[src/hw/rtl/assert_macros.svh]
// Concurrent assertion helpers.
`ifndef ASSERT_MACROS_SVH
`define ASSERT_MACROS_SVH
`ifndef SYNTHESIS
`define CHK_ASSERT(lbl, clk, rst_n, prop, msg) \
  lbl: assert property (@(posedge clk) disable iff (!rst_n) prop) else $error(msg);
`define CHK_NEVER(lbl, clk, rst_n, expr, msg) \
  lbl: assert property (@(posedge clk) disable iff (!rst_n) !(expr)) else $error(msg);
`else
`define CHK_ASSERT(lbl, clk, rst_n, prop, msg)
`define CHK_NEVER(lbl, clk, rst_n, expr, msg)
`endif
`endif

[src/hw/rtl/cob_pkg.sv]
package cob_pkg;

  localparam int unsigned ALPHA    = 52;
  localparam int unsigned HALF     = 26;
  localparam int unsigned MAX_LINE = 64;
  localparam int unsigned SYM_W    = 6;
  localparam int unsigned LEN_W    = 7;
  localparam int unsigned ADDR_W   = 6;
  localparam int unsigned CNT_W    = 7;

  localparam logic [7:0] CHR_LO_A = 8'h61;
  localparam logic [7:0] CHR_LO_Z = 8'h7a;
  localparam logic [7:0] CHR_UP_A = 8'h41;
  localparam logic [7:0] CHR_UP_Z = 8'h5a;

  typedef struct packed {
    logic             ok;
    logic [SYM_W-1:0] sym;
  } sym_t;

  typedef enum logic [2:0] {
    ST_IDLE,
    ST_UPD,
    ST_SCAN,
    ST_SCAN_END,
    ST_EMIT_RD,
    ST_EMIT_OUT,
    ST_ERR
  } state_e;

  function automatic sym_t to_sym(input logic [7:0] ch);
    sym_t r;
    logic [7:0] t;
    r = '0;
    t = '0;
    if (ch >= CHR_LO_A && ch <= CHR_LO_Z) begin
      t = ch - CHR_LO_A;
      r.ok = 1'b1;
      r.sym = t[SYM_W-1:0];
    end else if (ch >= CHR_UP_A && ch <= CHR_UP_Z) begin
      t = ch - CHR_UP_A + 8'(HALF);
      r.ok = 1'b1;
      r.sym = t[SYM_W-1:0];
    end
    return r;
  endfunction

  function automatic logic [7:0] to_ascii(input logic [SYM_W-1:0] sym);
    logic [7:0] r;
    if (sym < SYM_W'(HALF)) begin
      r = CHR_LO_A + {2'b00, sym};
    end else begin
      r = CHR_UP_A + {2'b00, sym} - 8'(HALF);
    end
    return r;
  endfunction

  function automatic logic [SYM_W-1:0] mod_add(input logic [SYM_W:0] s);
    logic [SYM_W:0] r;
    r = (s >= (SYM_W+1)'(ALPHA)) ? s - (SYM_W+1)'(ALPHA) : s;
    return r[SYM_W-1:0];
  endfunction

endpackage

[src/hw/rtl/caesar_offset_breaker.sv]
// Channel  | Dir | tdata (low bit up)                     | tuser     | tlast
// s_axis   | in  | cipher_char[7:0], guess_char[7:0]      | -         | last_pair
// m_axis   | out | plain_char[7:0], chosen_offset[5:0], 0 | bad_input | last_out
//
// A stored pair reads its histogram entry, then writes it back incremented.
// After the last pair the offset scan reads every histogram entry in turn.
// Each result then takes a cipher store read, then an output load.
// Reset clears control state and the histogram valid bits; no clearing pass is needed.
// A stall on m_axis holds the sequencer; s_axis is ready except during the histogram
// write and from the last pair until the final word is loaded.
module caesar_offset_breaker (
  input  logic        clk_i,
  input  logic        rst_ni,
  input  logic        s_axis_tvalid,
  output logic        s_axis_tready,
  input  logic [15:0] s_axis_tdata,   // cipher_char, guess_char
  input  logic        s_axis_tlast,   // last_pair
  output logic        m_axis_tvalid,
  input  logic        m_axis_tready,
  output logic [15:0] m_axis_tdata,   // plain_char, chosen_offset, zero pad
  output logic        m_axis_tuser,   // bad_input
  output logic        m_axis_tlast    // last_out
);
  import cob_pkg::*;

  state_e state_q, state_d;

  logic [LEN_W-1:0]  len_q, len_d;
  logic              err_q, err_d;
  logic              last_q, last_d;
  logic [SYM_W-1:0]  d_q, d_d;
  logic [SYM_W-1:0]  scan_k_q, scan_k_d;
  logic              cmp_vld_q, cmp_vld_d;
  logic [SYM_W-1:0]  cmp_k_q;
  logic [SYM_W-1:0]  best_q, best_d;
  logic [CNT_W-1:0]  best_cnt_q, best_cnt_d;
  logic [LEN_W-1:0]  emit_idx_q, emit_idx_d;

  logic [CNT_W-1:0]  hist_mem [ALPHA];
  logic [ALPHA-1:0]  hist_vld_q;
  logic [CNT_W-1:0]  hist_rd_q;
  logic              hist_rv_q;
  logic [SYM_W-1:0]  hist_raddr;
  logic              hist_we;
  logic [CNT_W-1:0]  hist_wdata;
  logic              hist_clr;
  logic [CNT_W-1:0]  hist_cnt;

  logic [SYM_W-1:0]  cs_mem [2**ADDR_W];
  logic [SYM_W-1:0]  cs_rd_q;
  logic              cs_we;

  logic              out_vld_q, out_vld_d;
  logic [7:0]        out_plain_q;
  logic [SYM_W-1:0]  out_off_q;
  logic              out_bad_q;
  logic              out_last_q;
  logic              out_load;
  logic              out_free;
  logic [7:0]        load_plain;
  logic [SYM_W-1:0]  load_off;
  logic              load_bad;
  logic              load_last;

  sym_t              c_in, g_in;
  logic              pair_ok;
  logic              do_store;
  logic              acc;
  logic [SYM_W:0]    diff_sum;
  logic [SYM_W-1:0]  d_in;
  logic              emit_last;
  logic              in_emit;

  assign c_in     = to_sym(s_axis_tdata[7:0]);
  assign g_in     = to_sym(s_axis_tdata[15:8]);
  assign pair_ok  = c_in.ok && g_in.ok;
  assign do_store = pair_ok && (len_q < LEN_W'(MAX_LINE));
  assign acc      = s_axis_tvalid && s_axis_tready;
  assign diff_sum = {1'b0, g_in.sym} + (SYM_W+1)'(ALPHA) - {1'b0, c_in.sym};
  assign d_in     = mod_add(diff_sum);
  assign hist_cnt = hist_rv_q ? hist_rd_q : '0;
  assign emit_last = (emit_idx_q + LEN_W'(1)) == len_q;
  assign out_free = !out_vld_q || m_axis_tready;
  assign in_emit  = (state_q == ST_EMIT_RD) || (state_q == ST_EMIT_OUT);

  assign s_axis_tready = (state_q == ST_IDLE);
  assign m_axis_tvalid = out_vld_q;
  assign m_axis_tdata  = {2'b00, out_off_q, out_plain_q};
  assign m_axis_tuser  = out_bad_q;
  assign m_axis_tlast  = out_last_q;

  always_comb begin
    state_d    = state_q;
    len_d      = len_q;
    err_d      = err_q;
    last_d     = last_q;
    d_d        = d_q;
    scan_k_d   = scan_k_q;
    cmp_vld_d  = 1'b0;
    best_d     = best_q;
    best_cnt_d = best_cnt_q;
    emit_idx_d = emit_idx_q;
    hist_raddr = d_in;
    hist_we    = 1'b0;
    hist_wdata = hist_cnt + CNT_W'(1);
    hist_clr   = 1'b0;
    cs_we      = 1'b0;
    out_load   = 1'b0;
    load_plain = '0;
    load_off   = '0;
    load_bad   = 1'b0;
    load_last  = 1'b1;

    if (cmp_vld_q && (hist_cnt > best_cnt_q)) begin
      best_d     = cmp_k_q;
      best_cnt_d = hist_cnt;
    end

    case (state_q)
      ST_IDLE: begin
        if (acc) begin
          err_d  = err_q || !pair_ok;
          last_d = s_axis_tlast;
          if (do_store) begin
            cs_we   = 1'b1;
            d_d     = d_in;
            len_d   = len_q + LEN_W'(1);
            state_d = ST_UPD;
          end else if (s_axis_tlast) begin
            if (err_q || !pair_ok || (len_q == '0)) begin
              state_d = ST_ERR;
            end else begin
              scan_k_d   = '0;
              best_d     = '0;
              best_cnt_d = '0;
              state_d    = ST_SCAN;
            end
          end
        end
      end
      ST_UPD: begin
        hist_we = 1'b1;
        if (last_q) begin
          if (err_q) begin
            state_d = ST_ERR;
          end else begin
            scan_k_d   = '0;
            best_d     = '0;
            best_cnt_d = '0;
            state_d    = ST_SCAN;
          end
        end else begin
          state_d = ST_IDLE;
        end
      end
      ST_SCAN: begin
        hist_raddr = scan_k_q;
        cmp_vld_d  = 1'b1;
        scan_k_d   = scan_k_q + SYM_W'(1);
        if (scan_k_q == SYM_W'(ALPHA - 1)) begin
          state_d = ST_SCAN_END;
        end
      end
      ST_SCAN_END: begin
        emit_idx_d = '0;
        state_d    = ST_EMIT_RD;
      end
      ST_EMIT_RD: begin
        state_d = ST_EMIT_OUT;
      end
      ST_EMIT_OUT: begin
        load_plain = to_ascii(mod_add({1'b0, cs_rd_q} + {1'b0, best_q}));
        load_off   = best_q;
        load_last  = emit_last;
        if (out_free) begin
          out_load = 1'b1;
          if (emit_last) begin
            len_d    = '0;
            err_d    = 1'b0;
            hist_clr = 1'b1;
            state_d  = ST_IDLE;
          end else begin
            emit_idx_d = emit_idx_q + LEN_W'(1);
            state_d    = ST_EMIT_RD;
          end
        end
      end
      ST_ERR: begin
        load_bad = err_q;
        if (out_free) begin
          out_load = 1'b1;
          len_d    = '0;
          err_d    = 1'b0;
          hist_clr = 1'b1;
          state_d  = ST_IDLE;
        end
      end
      default: begin
        state_d = ST_IDLE;
      end
    endcase

    if (out_load) begin
      out_vld_d = 1'b1;
    end else if (m_axis_tready) begin
      out_vld_d = 1'b0;
    end else begin
      out_vld_d = out_vld_q;
    end
  end

  always_ff @(posedge clk_i or negedge rst_ni) begin
    if (!rst_ni) begin
      state_q    <= ST_IDLE;
      len_q      <= '0;
      err_q      <= 1'b0;
      last_q     <= 1'b0;
      scan_k_q   <= '0;
      cmp_vld_q  <= 1'b0;
      best_q     <= '0;
      best_cnt_q <= '0;
      emit_idx_q <= '0;
      out_vld_q  <= 1'b0;
    end else begin
      state_q    <= state_d;
      len_q      <= len_d;
      err_q      <= err_d;
      last_q     <= last_d;
      scan_k_q   <= scan_k_d;
      cmp_vld_q  <= cmp_vld_d;
      best_q     <= best_d;
      best_cnt_q <= best_cnt_d;
      emit_idx_q <= emit_idx_d;
      out_vld_q  <= out_vld_d;
    end
  end

  always_ff @(posedge clk_i) begin
    d_q     <= d_d;
    cmp_k_q <= scan_k_q;
    if (out_load) begin
      out_plain_q <= load_plain;
      out_off_q   <= load_off;
      out_bad_q   <= load_bad;
      out_last_q  <= load_last;
    end
  end

  // Histogram memory: one read and one write port.
  always_ff @(posedge clk_i) begin
    if (hist_we) begin
      hist_mem[d_q] <= hist_wdata;
    end
    hist_rd_q <= hist_mem[hist_raddr];
    hist_rv_q <= hist_vld_q[hist_raddr];
  end

  always_ff @(posedge clk_i or negedge rst_ni) begin
    if (!rst_ni) begin
      hist_vld_q <= '0;
    end else if (hist_clr) begin
      hist_vld_q <= '0;
    end else if (hist_we) begin
      hist_vld_q[d_q] <= 1'b1;
    end
  end

  // Cipher store: written at the line position, read during emit.
  always_ff @(posedge clk_i) begin
    if (cs_we) begin
      cs_mem[len_q[ADDR_W-1:0]] <= c_in.sym;
    end
    cs_rd_q <= cs_mem[emit_idx_q[ADDR_W-1:0]];
  end

`include "assert_macros.svh"

  `CHK_NEVER(a_best_range, clk_i, rst_ni, best_q > SYM_W'(ALPHA - 1), "offset out of range")
  `CHK_NEVER(a_len_max, clk_i, rst_ni, len_q > LEN_W'(MAX_LINE), "line length overflow")
  `CHK_ASSERT(a_emit_idx, clk_i, rst_ni, in_emit |-> (emit_idx_q < len_q), "emit index past line")
  `CHK_ASSERT(a_bad_last, clk_i, rst_ni, out_vld_q && out_bad_q |-> out_last_q, "error word not last")
  `CHK_ASSERT(a_upd_from_idle, clk_i, rst_ni, state_q == ST_UPD |-> $past(acc), "update without word")

endmodule

[config.mk]
export PLATFORM = sky130hd
export DESIGN_NAME = caesar_offset_breaker
export DESIGN_NICKNAME = d
export VERILOG_FILES = /design/src/hw/rtl/cob_pkg.sv /design/src/hw/rtl/caesar_offset_breaker.sv
export VERILOG_INCLUDE_DIRS = /design/src /design/src/hw/rtl
export SDC_FILE = /design/constraint.sdc
export NUM_CORES = 1
export LEC_CHECK = 0
export BUFFER_PORTS_ARGS = -buffer_cell sky130_fd_sc_hd__buf_2
export CORE_MARGIN = 10
export CORE_UTILIZATION = 44
export CTS_BUF_LIST = sky130_fd_sc_hd__clkbuf_4 sky130_fd_sc_hd__clkbuf_8
export CTS_CLUSTER_DIAMETER = 100
export CTS_CLUSTER_SIZE = 14
export DETAILED_ROUTE_END_ITERATION = 12
export PLACE_DENSITY = 0.57
export REMOVE_ABC_BUFFERS = 1
export SYNTH_ARGS = -nofsm -noshare
export SYNTH_HDL_FRONTEND = slang
export SYNTH_SLANG_ARGS = --single-unit
[constraint.sdc]
create_clock -name clk_i -period 6.1 [get_ports clk_i]
set_input_delay 0.305 -clock clk_i [delete_from_list [all_inputs] [get_ports clk_i]]
set_output_delay 0.305 -clock clk_i [all_outputs]
set_load 0.02 [all_outputs]
==> results of run 1 <==
-- layer usage --
| layer | wire length [um] | GRT usage | vias to the layer above |
|---|---|---|---|
| met3 | 4090 | 0.0243 | 158 |
| met4 | 3200 | 0.0667 | 0 |
| li1 | - | - | 9487 |
| met1 | 37600 | 0.237 | 10932 |
| met5 | 0 | 0 | - |
| met2 | 45800 | 0.314 | 528 |
-- registers in the layout, indices dropped and copies added, names as in the netlist, 7 cells and up --
| register | count |
|---|---|
| best_cnt_q | 7 |
| hist_mem | 364 |
| out_plain_q | 8 |
| hist_vld_q | 52 |
| hist_rd_q | 7 |
| emit_idx_q | 7 |
| cs_mem | 384 |
| len_q | 7 |
-- layout by cell type (no fill, tap or decap), types with 20 or more instances in the layout --
master    count
and2_0       54
buf_2        37
mux4_2      131
clkbuf_4     48
a31oi_1      86
o21a_1       61
nor2_1      161
nand2_1     250
nand3_1      40
clkbuf_8     73
ha_1         44
edfxtp_1    770
buf_4        29
o21ai_0      33
a211oi_1    101
dfxtp_1      20
xnor2_1      20
and2_1       57
mux2i_1      66
dfrtp_1      89
a21oi_1      32
inv_1        42
-- worst max-delay path, stage by stage --
cell and delay [ns]:
buf_2 0.16, inv_1 0.10, ha_1 0.19, or4b_1 0.48, o311ai_2 0.58, o21ai_0 0.16, o21a_2 0.24, ha_1 0.27
inv_1 0.06, fa_1 0.45, xnor2_1 0.33, ha_1 0.23, a31oi_1 0.17, o31ai_1 0.42, nand2_1 0.19, a31oi_4 0.62
buf_4 0.32, mux2i_1 0.23, o22ai_1 0.12, a31oi_1 0.17
-- where the power goes --
part / leakage [nW] / internal [mW] / switching [mW]
Sequential: 8.09 / 7.23 / 0.221
Combinational: 4.05 / 1.98 / 3.95
Clock: 0.782 / 1.44 / 1.97
-- cells by family after synthesis --
kind of cell | count (synthesis) | share of synthesized area
AOI/OAI and AO/OA | 428 | 0.0823
xor gates and xnor gates | 30 | 0.00702
adders and majority gates | 47 | 0.0160
buffers and inverters | 188 | 0.0201
DFF | 882 | 0.690
muxes | 201 | 0.0976
other | 1 | 0.000100
and+or+nand+nor | 682 | 0.0871
-- layout make-up --
| cell class | instances | area share |
|---|---|---|
| diodes | 3 | 0.000186 |
| clock buffers | 121 | 0.0337 |
| well taps | 1134 | 0.0351 |
| flip-flops and latches | 882 | 0.638 |
| clock inverters | 9 | 0.00226 |
| multi-input cells | 1391 | 0.272 |
| inverters | 46 | 0.00427 |
| repair buffers | 77 | 0.0142 |
-- metrics by stage --
| stage | util | setup TNS [ns] | total power, mW | cell area, um2 |
|---|---|---|---|---|
| finish | 0.482 | 0 | 16.8 | 40500 |
| global route | 0.482 | 0 | 17.7 | 40500 |
| CTS | 0.482 | 0 | 16.9 | 40500 |
| detailed placement | 0.464 | 0 | 13.5 | 39000 |
| global placement | 0.464 | 0 | 13.4 | 39000 |
| floorplan | - | -157.37 | 11.5 | 36900 |
-- worst max-delay path by stage --
stage,slack [ns],startpoint,cells past startpoint,end
after detailed placement,0.32,s_axis_tdata[0],20,hist_rd_q[6]
final,0.89,s_axis_tdata[0],20,hist_rd_q[6]
after global routing,0.65,s_axis_tdata[1],20,hist_rd_q[1]
after CTS,1.07,s_axis_tdata[0],19,hist_rd_q[6]
after floorplan,-3.48,s_axis_tdata[0],14,hist_rv_q
after global placement,0.50,s_axis_tdata[0],20,hist_rd_q[1]
==> impl_metrics.csv, run 1 <==
group,metric,value,unit
status,outcome,"completed",
finish,nNetsFinal,2538,
synthesis,yosys.area.top_type,"edfxtp_1",
clocking,cts_root_buf,"clkbuf_8",
routing,totalWireLength,90600,um
timing,slew_headroom,0.166,
timing,timing.fmax,0.192,GHz
placement,placed_cells,3525,
finish,drive_gt1_frac,0.152,
finish,regArea,25800,um2
timing,worst_slew_pin_slew,1.25,ns
finish,finalNonFillerCells,3663,
synthesis,syn_area,37400,um2
critical_path,cp-start-kind,"input port",
routing,remaining_drc_errors,0,
timing,rsz0062_at_grt,"false",
routing,dr.pass1.iters,5,
timing,setup_violations,0,
clocking,cts.htree.levels,3,
placement,io_buffer_count,38,
timing,skew,0.0442,ns
synthesis,ys_ff_latch,882,
finish,areaGrowthSynthToFinish,8.07,%
floorplanning,fp-row-count,106,
timing,period_needed,5.21,ns
floorplanning,fp.dieH,312,um
critical_path,cp.required,6.72,ns
placement,preCtsSetupSlack,0.319,ns
global_routing,grt_pass1_wl,137000,um
synthesis,yosys.cell_count.top_type,"edfxtp_1",
critical_path,worstReg2RegStart,"emit_idx_q[0]",
clocking,ctsResizeCount,0,
synthesis,synth_cell_types,89,
placement,detailed_place_hpwl,58100,um
clocking,cts_sinks,882,
placement,gp_congestion,0.835,
critical_path,critical_path_arrival,5.83,ns
critical_path,end_kind,"register",
synthesis,synth_flop_cell,"edfxtp_1",
finish,multi_input_area,11000,um2
routing,vias,21105,
power_and_ir_drop,p_leak,12.9,nW
floorplanning,die-area,97200,um2
timing,report.final.slew_viol_count,0,
timing,timing.hold.ws,0.177,ns
global_routing,grt_pass1_vias,21343,
synthesis,yosysTopAreaCellShare,0.618,
clocking,clk_latency,0.72,ns
critical_path,reg2reg_slack,1.90,ns
clocking,cts_buffers,73,
global_routing,grt_max_degree,101,
job,drv_cap,0,
timing,fin_crit_sh,0.855,
timing,hold_viol,0,
synthesis,synth-edff-count,770,
routing,drtIter0Drc,1894,
global_routing,overflow,0,
floorplanning,start_util,0.446,
clocking,cts.path.max_buffers,3,
clocking,clk_pin_slew,0.11,ns
power_and_ir_drop,cellPowerDensity,415,nW/um2
global_routing,grt_usage,0.184,
clocking,cts_hold_buffers,5,
synthesis,synth_cells,2459,
critical_path,ff2ff_path_depth,9,
global_routing,antenna_found_initial,1,
critical_path,r2r-end,"len_q[5]",
floorplanning,num_io_pins,41,
critical_path,worst-setup-path-type,"input port to register",
finish,fill_cells,7185,
synthesis,async_flop_share,0.104,
timing,setup_slack,0.887,ns
worst_hold_path,hp-class,"input port to asynchronous set/reset pin",
routing,viasPerCell,5.76,
clocking,cts_setup_buffers,0,
clocking,cts_tree,"built",
synthesis,synth.avg_cell_area,15.2,um2
routing,wire_per_inst,24.7,um
synthesis,ys_top_cells_by_count,"edfxtp_1, nand2_1, nor2_1, mux4_2, a211oi_1",
power_and_ir_drop,ir_drop,0.000276,V
synthesis,synth_area_leaders,"edfxtp_1, mux4_2, dfrtp_1",
critical_path,cp_max_fo,14,
synthesis,ys_seq_area_frac,0.690,
routing,antenna_left,0,
floorplanning,die_w,312,um
floorplanning,core-area,84000,um2
synthesis,synth_warnings,0,
(Power assumes the default switching activity.)
==> run 2, diff against run 1 <==
- CORE_UTILIZATION: 44 -> 45
- MAX_ROUTING_LAYER: not set -> met4
- PLACE_DENSITY: 0.57 -> 0.58
- SKIP_CTS_REPAIR_TIMING: not set -> 1
==> run 2 against run 1 <==
Sequential power is essentially flat. Design area hardly changed. Critical path depth is 1 lower. Clock-buffer cell count rose by 5. Die area shrank 2.1%. Via count about the same. First-iteration DRC count decreased by 17%. Sequential cell count unchanged. Non-clock buffer count decreased by 4. Routed wire length fell by 0.38%. Sequential share of layout area is essentially flat. Final cell count down 1.7%. Critical endpoint is now hist_rd_q[4]. Highest routed layer unchanged.
==> impl_metrics.csv, run 2 (same netlist as run 1, synthesis figures left out) <==
group,metric,value,unit
status,outcome,"completed",
critical_path,cp_common_cell,"ha_1",
power_and_ir_drop,sequentialPowerShare,0.441,
timing,setup_tns,0,ns
timing,fin_crit_sh,0.829,
critical_path,crit_buf_inv,3,
routing,wire_per_inst,25.1,um
timing,timing.fmax,0.198,GHz
critical_path,cp.required,6.73,ns
finish,drive_gt1_frac,0.154,
routing,antenna_left,0,
timing,slew_headroom,0.183,
floorplanning,fp-row-count,105,
placement,placed_area,38900,um2
power_and_ir_drop,power_frac_clock,0.208,
critical_path,path_delay_family,"compound AO/OA/AOI/OAI gates",
worst_hold_path,hp-class,"input port to register",
floorplanning,die_w,308,um
power_and_ir_drop,p_int,10.7,mW
timing,setup_violations,0,
floorplanning,core-area,82200,um2
placement,placed_cells,3459,
timing,period_needed,5.05,ns
global_routing,grt_usage,0.195,
floorplanning,start_util,0.455,
power_and_ir_drop,cellPowerDensity,418,nW/um2
power_and_ir_drop,switching_share,0.364,
global_routing,grt_pass1_wl,138000,um
clocking,cts_tree,"built",
finish,fill_cells,6940,
placement,gp_congestion,0.856,
finish,largest_reg_flops,384,
global_routing,overflow,0,
critical_path,cp_max_fo,14,
timing,skew,0.0636,ns
timing,worst_slew_pin_slew,1.23,ns
timing,timing.hold.ws,0.0482,ns
placement,detailed_place_hpwl,58300,um
routing,remaining_drc_errors,0,
critical_path,worstPathCellList,"buf_2 > inv_1 > ha_1 > or4b_1 > o311ai_2 > o41ai_1 > o21ai_0 > ha_1 > ha_1 > a21o_1 > a21oi_1 > xor2_1 > nor2_1 > or3_1 > a31oi_4 > buf_12 > mux2i_1 > o22ai_1 > a31oi_1",
power_and_ir_drop,p_sw,6.16,mW
placement,io_buffer_count,38,
power_and_ir_drop,combPwrFrac,0.350,
clocking,cts.htree.levels,3,
timing,report.final.slew_viol_count,0,
finish,nNetsFinal,2534,
floorplanning,num_io_pins,41,
global_routing,grt_pass1_vias,21411,
finish,fin_area,40400,um2
routing,viasPerCell,5.86,
job,drv_cap,0,
finish,mostFrequentLayoutCells,"edfxtp_1, nand2_1, nor2_1, mux4_2, a211oi_1",
critical_path,end_kind,"register",
power_and_ir_drop,ir_drop,0.000297,V
critical_path,cp-start-kind,"input port",
clocking,cts_buffers,73,
critical_path,worst-setup-path-type,"input port to register",
routing,drtIter0Drc,1570,
timing,rsz0062_at_grt,"false",
global_routing,grt_max_degree,98,
clocking,clk_pin_slew,0.10,ns
finish,fin_util,0.492,
clocking,clk_latency,0.73,ns
clocking,cts_root_buf,"clkbuf_8",
global_routing,antenna_found_initial,3,
routing,vias,21117,
floorplanning,fp.dieH,308,um
finish,finalNonFillerCells,3601,
routing,totalWireLength,90300,um
floorplanning,die-area,95100,um2
clocking,cts.path.max_buffers,3,
routing,dr.pass1.iters,5,
timing,hold_viol,0,
finish,areaGrowthSynthToFinish,8.00,%
critical_path,critical_path_arrival,5.69,ns
critical_path,worst_path_largest_cell_delay,0.59,ns
clocking,cts_sinks,882,
power_and_ir_drop,p_leak,12.9,nW
finish,final_common_cell,"edfxtp_1",
critical_path,slowest_stage,"a31oi_4",
-- run 2: final timing paths --
kind	from	to	slack, ns	cells past startpoint
max	s_axis_tdata[0]	hist_rd_q[4]	1.05	19
min reg2reg	scan_k_q[5]	cmp_k_q[5]	0.46	0
max reg2reg	emit_idx_q[0]	len_q[5]	1.94	11
max in group asynchronous	rst_ni	emit_idx_q[0]	4.64	3
min	s_axis_tvalid	err_q	0.05	4
min in group asynchronous	rst_ni	hist_vld_q[15]	0.11	2
-- run 2: tightest hold or removal path, stage by stage --
cell,delay (ns)
buf_2,0.16
nand2_1,0.09
nor2_1,0.04
o21a_1,0.15
-- run 2: routing by layer --
metal  vias up  share of wire  wire [um]  global-route usage
li1       9479              -          -                   -
met1     10928           0.41      37300               0.247
met2       559           0.51      45700               0.323
met3       151          0.051       4570              0.0293
met4         0          0.029       2660              0.0628
met5         -              0          0                   -
-- run 2: power by group through the flow --
stage / sequential, mW / clock [mW] / combinational, mW
finish: 7.46 / 3.52 / 5.92
global route: 7.49 / 3.83 / 6.46
CTS: 7.46 / 3.61 / 5.96
detailed placement: 7.60 / 0 / 5.94
global placement: 7.59 / 0 / 5.83
floorplan: 7.52 / 0 / 3.97
-- run 2: final cells by class --
class / instances / area, um2 / area share
well taps: 1070 / 1340 / 0.0331
diodes: 4 / 10.0 / 0.000248
clock inverters: 9 / 130 / 0.00322
flip-flops and latches: 882 / 25800 / 0.639
clock buffers: 126 / 1410 / 0.0348
multi-input cells: 1391 / 11000 / 0.272
inverters: 46 / 173 / 0.00427
repair buffers: 73 / 551 / 0.0136
-- run 2: per-stage QoR --
step	power [mW]	setup slack (ns)
2_1_floorplan	11.5	-3.48
3_3_place_gp	13.4	0.518
3_5_place_dp	13.5	0.370
4_1_cts	17.0	1.13
5_1_grt	17.8	0.750
6_report	16.9	1.05
==> run 3, diff against run 2 <==
- clock period: 6.1 -> 5.1 ns (I/O delays scaled with it)
==> run 3 against run 2 <==
Clock-buffer cell count fell by 11. Sequential share of layout area decreased by 0.45 points. Combinational power increased by 26%. Critical path depth is 3 higher. Worst hold slack better by 0.086 ns.
==> impl_metrics.csv, run 3 (same netlist as run 1, synthesis figures left out) <==
group,metric,value,unit
routing,vias,21230,
timing,rsz0062_at_grt,"false",
timing,setup_slack,0.639,ns
critical_path,worst_path_largest_cell_delay,0.43,ns
floorplanning,start_util,0.455,
critical_path,crit_buf_inv,3,
placement,detailed_place_hpwl,59200,um
floorplanning,core-area,82200,um2
routing,dr.pass1.iters,5,
placement,placed_area,39200,um2
power_and_ir_drop,p_int,12.9,mW
global_routing,overflow,0,
clocking,cts_root_buf,"clkbuf_8",
clocking,clk_latency,0.72,ns
global_routing,grt_pass1_wl,137000,um
finish,areaGrowthSynthToFinish,8.77,%
critical_path,cp-start-kind,"input port",
power_and_ir_drop,p_leak,13.1,nW
finish,largest_reg_flops,384,
placement,gp_congestion,0.876,
global_routing,antenna_found_initial,2,
clocking,cts_tree,"built",
finish,finalNonFillerCells,3627,
routing,remaining_drc_errors,0,
timing,worst_slew_pin_slew,1.21,ns
routing,wl_met1,38000,um
power_and_ir_drop,cellPowerDensity,501,nW/um2
timing,report.final.slew_viol_count,0,
clocking,cts.htree.levels,3,
clocking,clk_pin_slew,0.09,ns
critical_path,end_kind,"register",
timing,slew_headroom,0.195,
timing,setup_tns,0,ns
critical_path,cp_max_fo,26,
placement,io_buffer_count,38,
critical_path,critical_path_arrival,5.10,ns
finish,drive_gt1_frac,0.162,
critical_path,worst-setup-path-type,"input port to register",
placement,preCtsSetupSlack,-0.0402,ns
clocking,cts_buffers,73,
timing,timing.fmax,0.224,GHz
critical_path,path_delay_family,"compound AO/OA/AOI/OAI gates",
power_and_ir_drop,p_sw,7.45,mW
routing,totalWireLength,90300,um
finish,mostFrequentLayoutCells,"edfxtp_1, nand2_1, nor2_1, mux4_2, a211oi_1",
critical_path,worst-path-stages,22,
critical_path,cp.required,5.74,ns
timing,timing.hold.ws,0.134,ns
power_and_ir_drop,switching_share,0.365,
power_and_ir_drop,power_frac_clock,0.199,
timing,skew,0.0511,ns
global_routing,grt_pass1_vias,21224,
routing,wire_per_inst,24.9,um
global_routing,grt_max_degree,74,
worst_hold_path,hp-class,"input port to asynchronous set/reset pin",
power_and_ir_drop,ir_drop,0.000385,V
placement,placed_cells,3496,
clocking,cts_sinks,882,
power_and_ir_drop,combPwrFrac,0.365,
floorplanning,fp.dieH,308,um
finish,fin_area,40700,um2
routing,drtIter0Drc,1783,
timing,period_needed,4.46,ns
floorplanning,die-area,95100,um2
floorplanning,num_io_pins,41,
timing,setup_violations,0,
timing,hold_viol,0,
critical_path,slowest_stage,"xor2_1",
routing,top_layer_used,"met4",
finish,nNetsFinal,2573,
job,drv_cap,0,
status,outcome,"completed",
floorplanning,fp-row-count,105,
floorplanning,die_w,308,um
routing,antenna_left,0,
global_routing,grt_usage,0.195,
timing,fin_crit_sh,0.875,
critical_path,ff2ff_path_depth,11,
finish,final_common_cell,"edfxtp_1",
routing,met3_wirelength,4260,um
routing,wl_met2,45800,um
routing,viasPerCell,5.85,
clocking,cts.path.max_buffers,3,
power_and_ir_drop,sequentialPowerShare,0.436,
critical_path,worstPathCellList,"buf_2 > inv_1 > ha_1 > nor4b_1 > nand2_1 > o2111ai_1 > or3_1 > a21oi_1 > a211oi_1 > a21oi_1 > ha_1 > ha_1 > a21o_1 > a21oi_1 > xor2_1 > nor2_1 > or3_1 > a31oi_4 > buf_12 > mux2i_1 > o22ai_1 > a31oi_1",
-- run 3: power groups by stage --
stage                     combinational, mW  sequential [mW]  clock, mW
after floorplan                        4.64             9.00          0
after global placement                 7.31             9.05          0
after detailed placement               7.43             9.06          0
after CTS                              7.45             8.90       4.18
after global routing                   8.08             8.93       4.44
final                                  7.44             8.90       4.05
-- run 3: path summary, 6_finish.rpt --
path	startpoint	endpoint	slack [ns]
min in group clk_i	s_axis_tdata[15]	err_q	0.34
worst min-delay path	rst_ni	hist_vld_q[0]	0.13
worst min register to register	hist_vld_q[21]	hist_vld_q[21]	0.49
max in group asynchronous	rst_ni	best_cnt_q[2]	3.87
worst max-delay path	s_axis_tdata[8]	hist_rd_q[6]	0.64
worst max register to register	state_q[1]	hist_rd_q[1]	1.39
-- run 3: final cells by class --
cell class,count,area [um2]
clock buffer,115,1320
inverter,46,173
multi-input combinational,1391,11000
antenna,2,5.00
fill,6896,41500
tap,1070,1340
sequential,882,25800
clock inverter,9,113
timing repair buffer,112,948
-- run 3: layer usage --
layer | track usage | vias to the layer above
met5 | - | -
met1 | 0.249 | 10996
met3 | 0.0277 | 127
li1 | - | 9555
met2 | 0.326 | 552
met4 | 0.0525 | 0
-- run 3: through the flow --
stage | power [mW] | utilization
after CTS | 20.5 | 0.495
after global routing | 21.5 | 0.495
after global placement | 16.4 | 0.477
final | 20.4 | 0.495
after detailed placement | 16.5 | 0.477
after floorplan | 13.6 | -
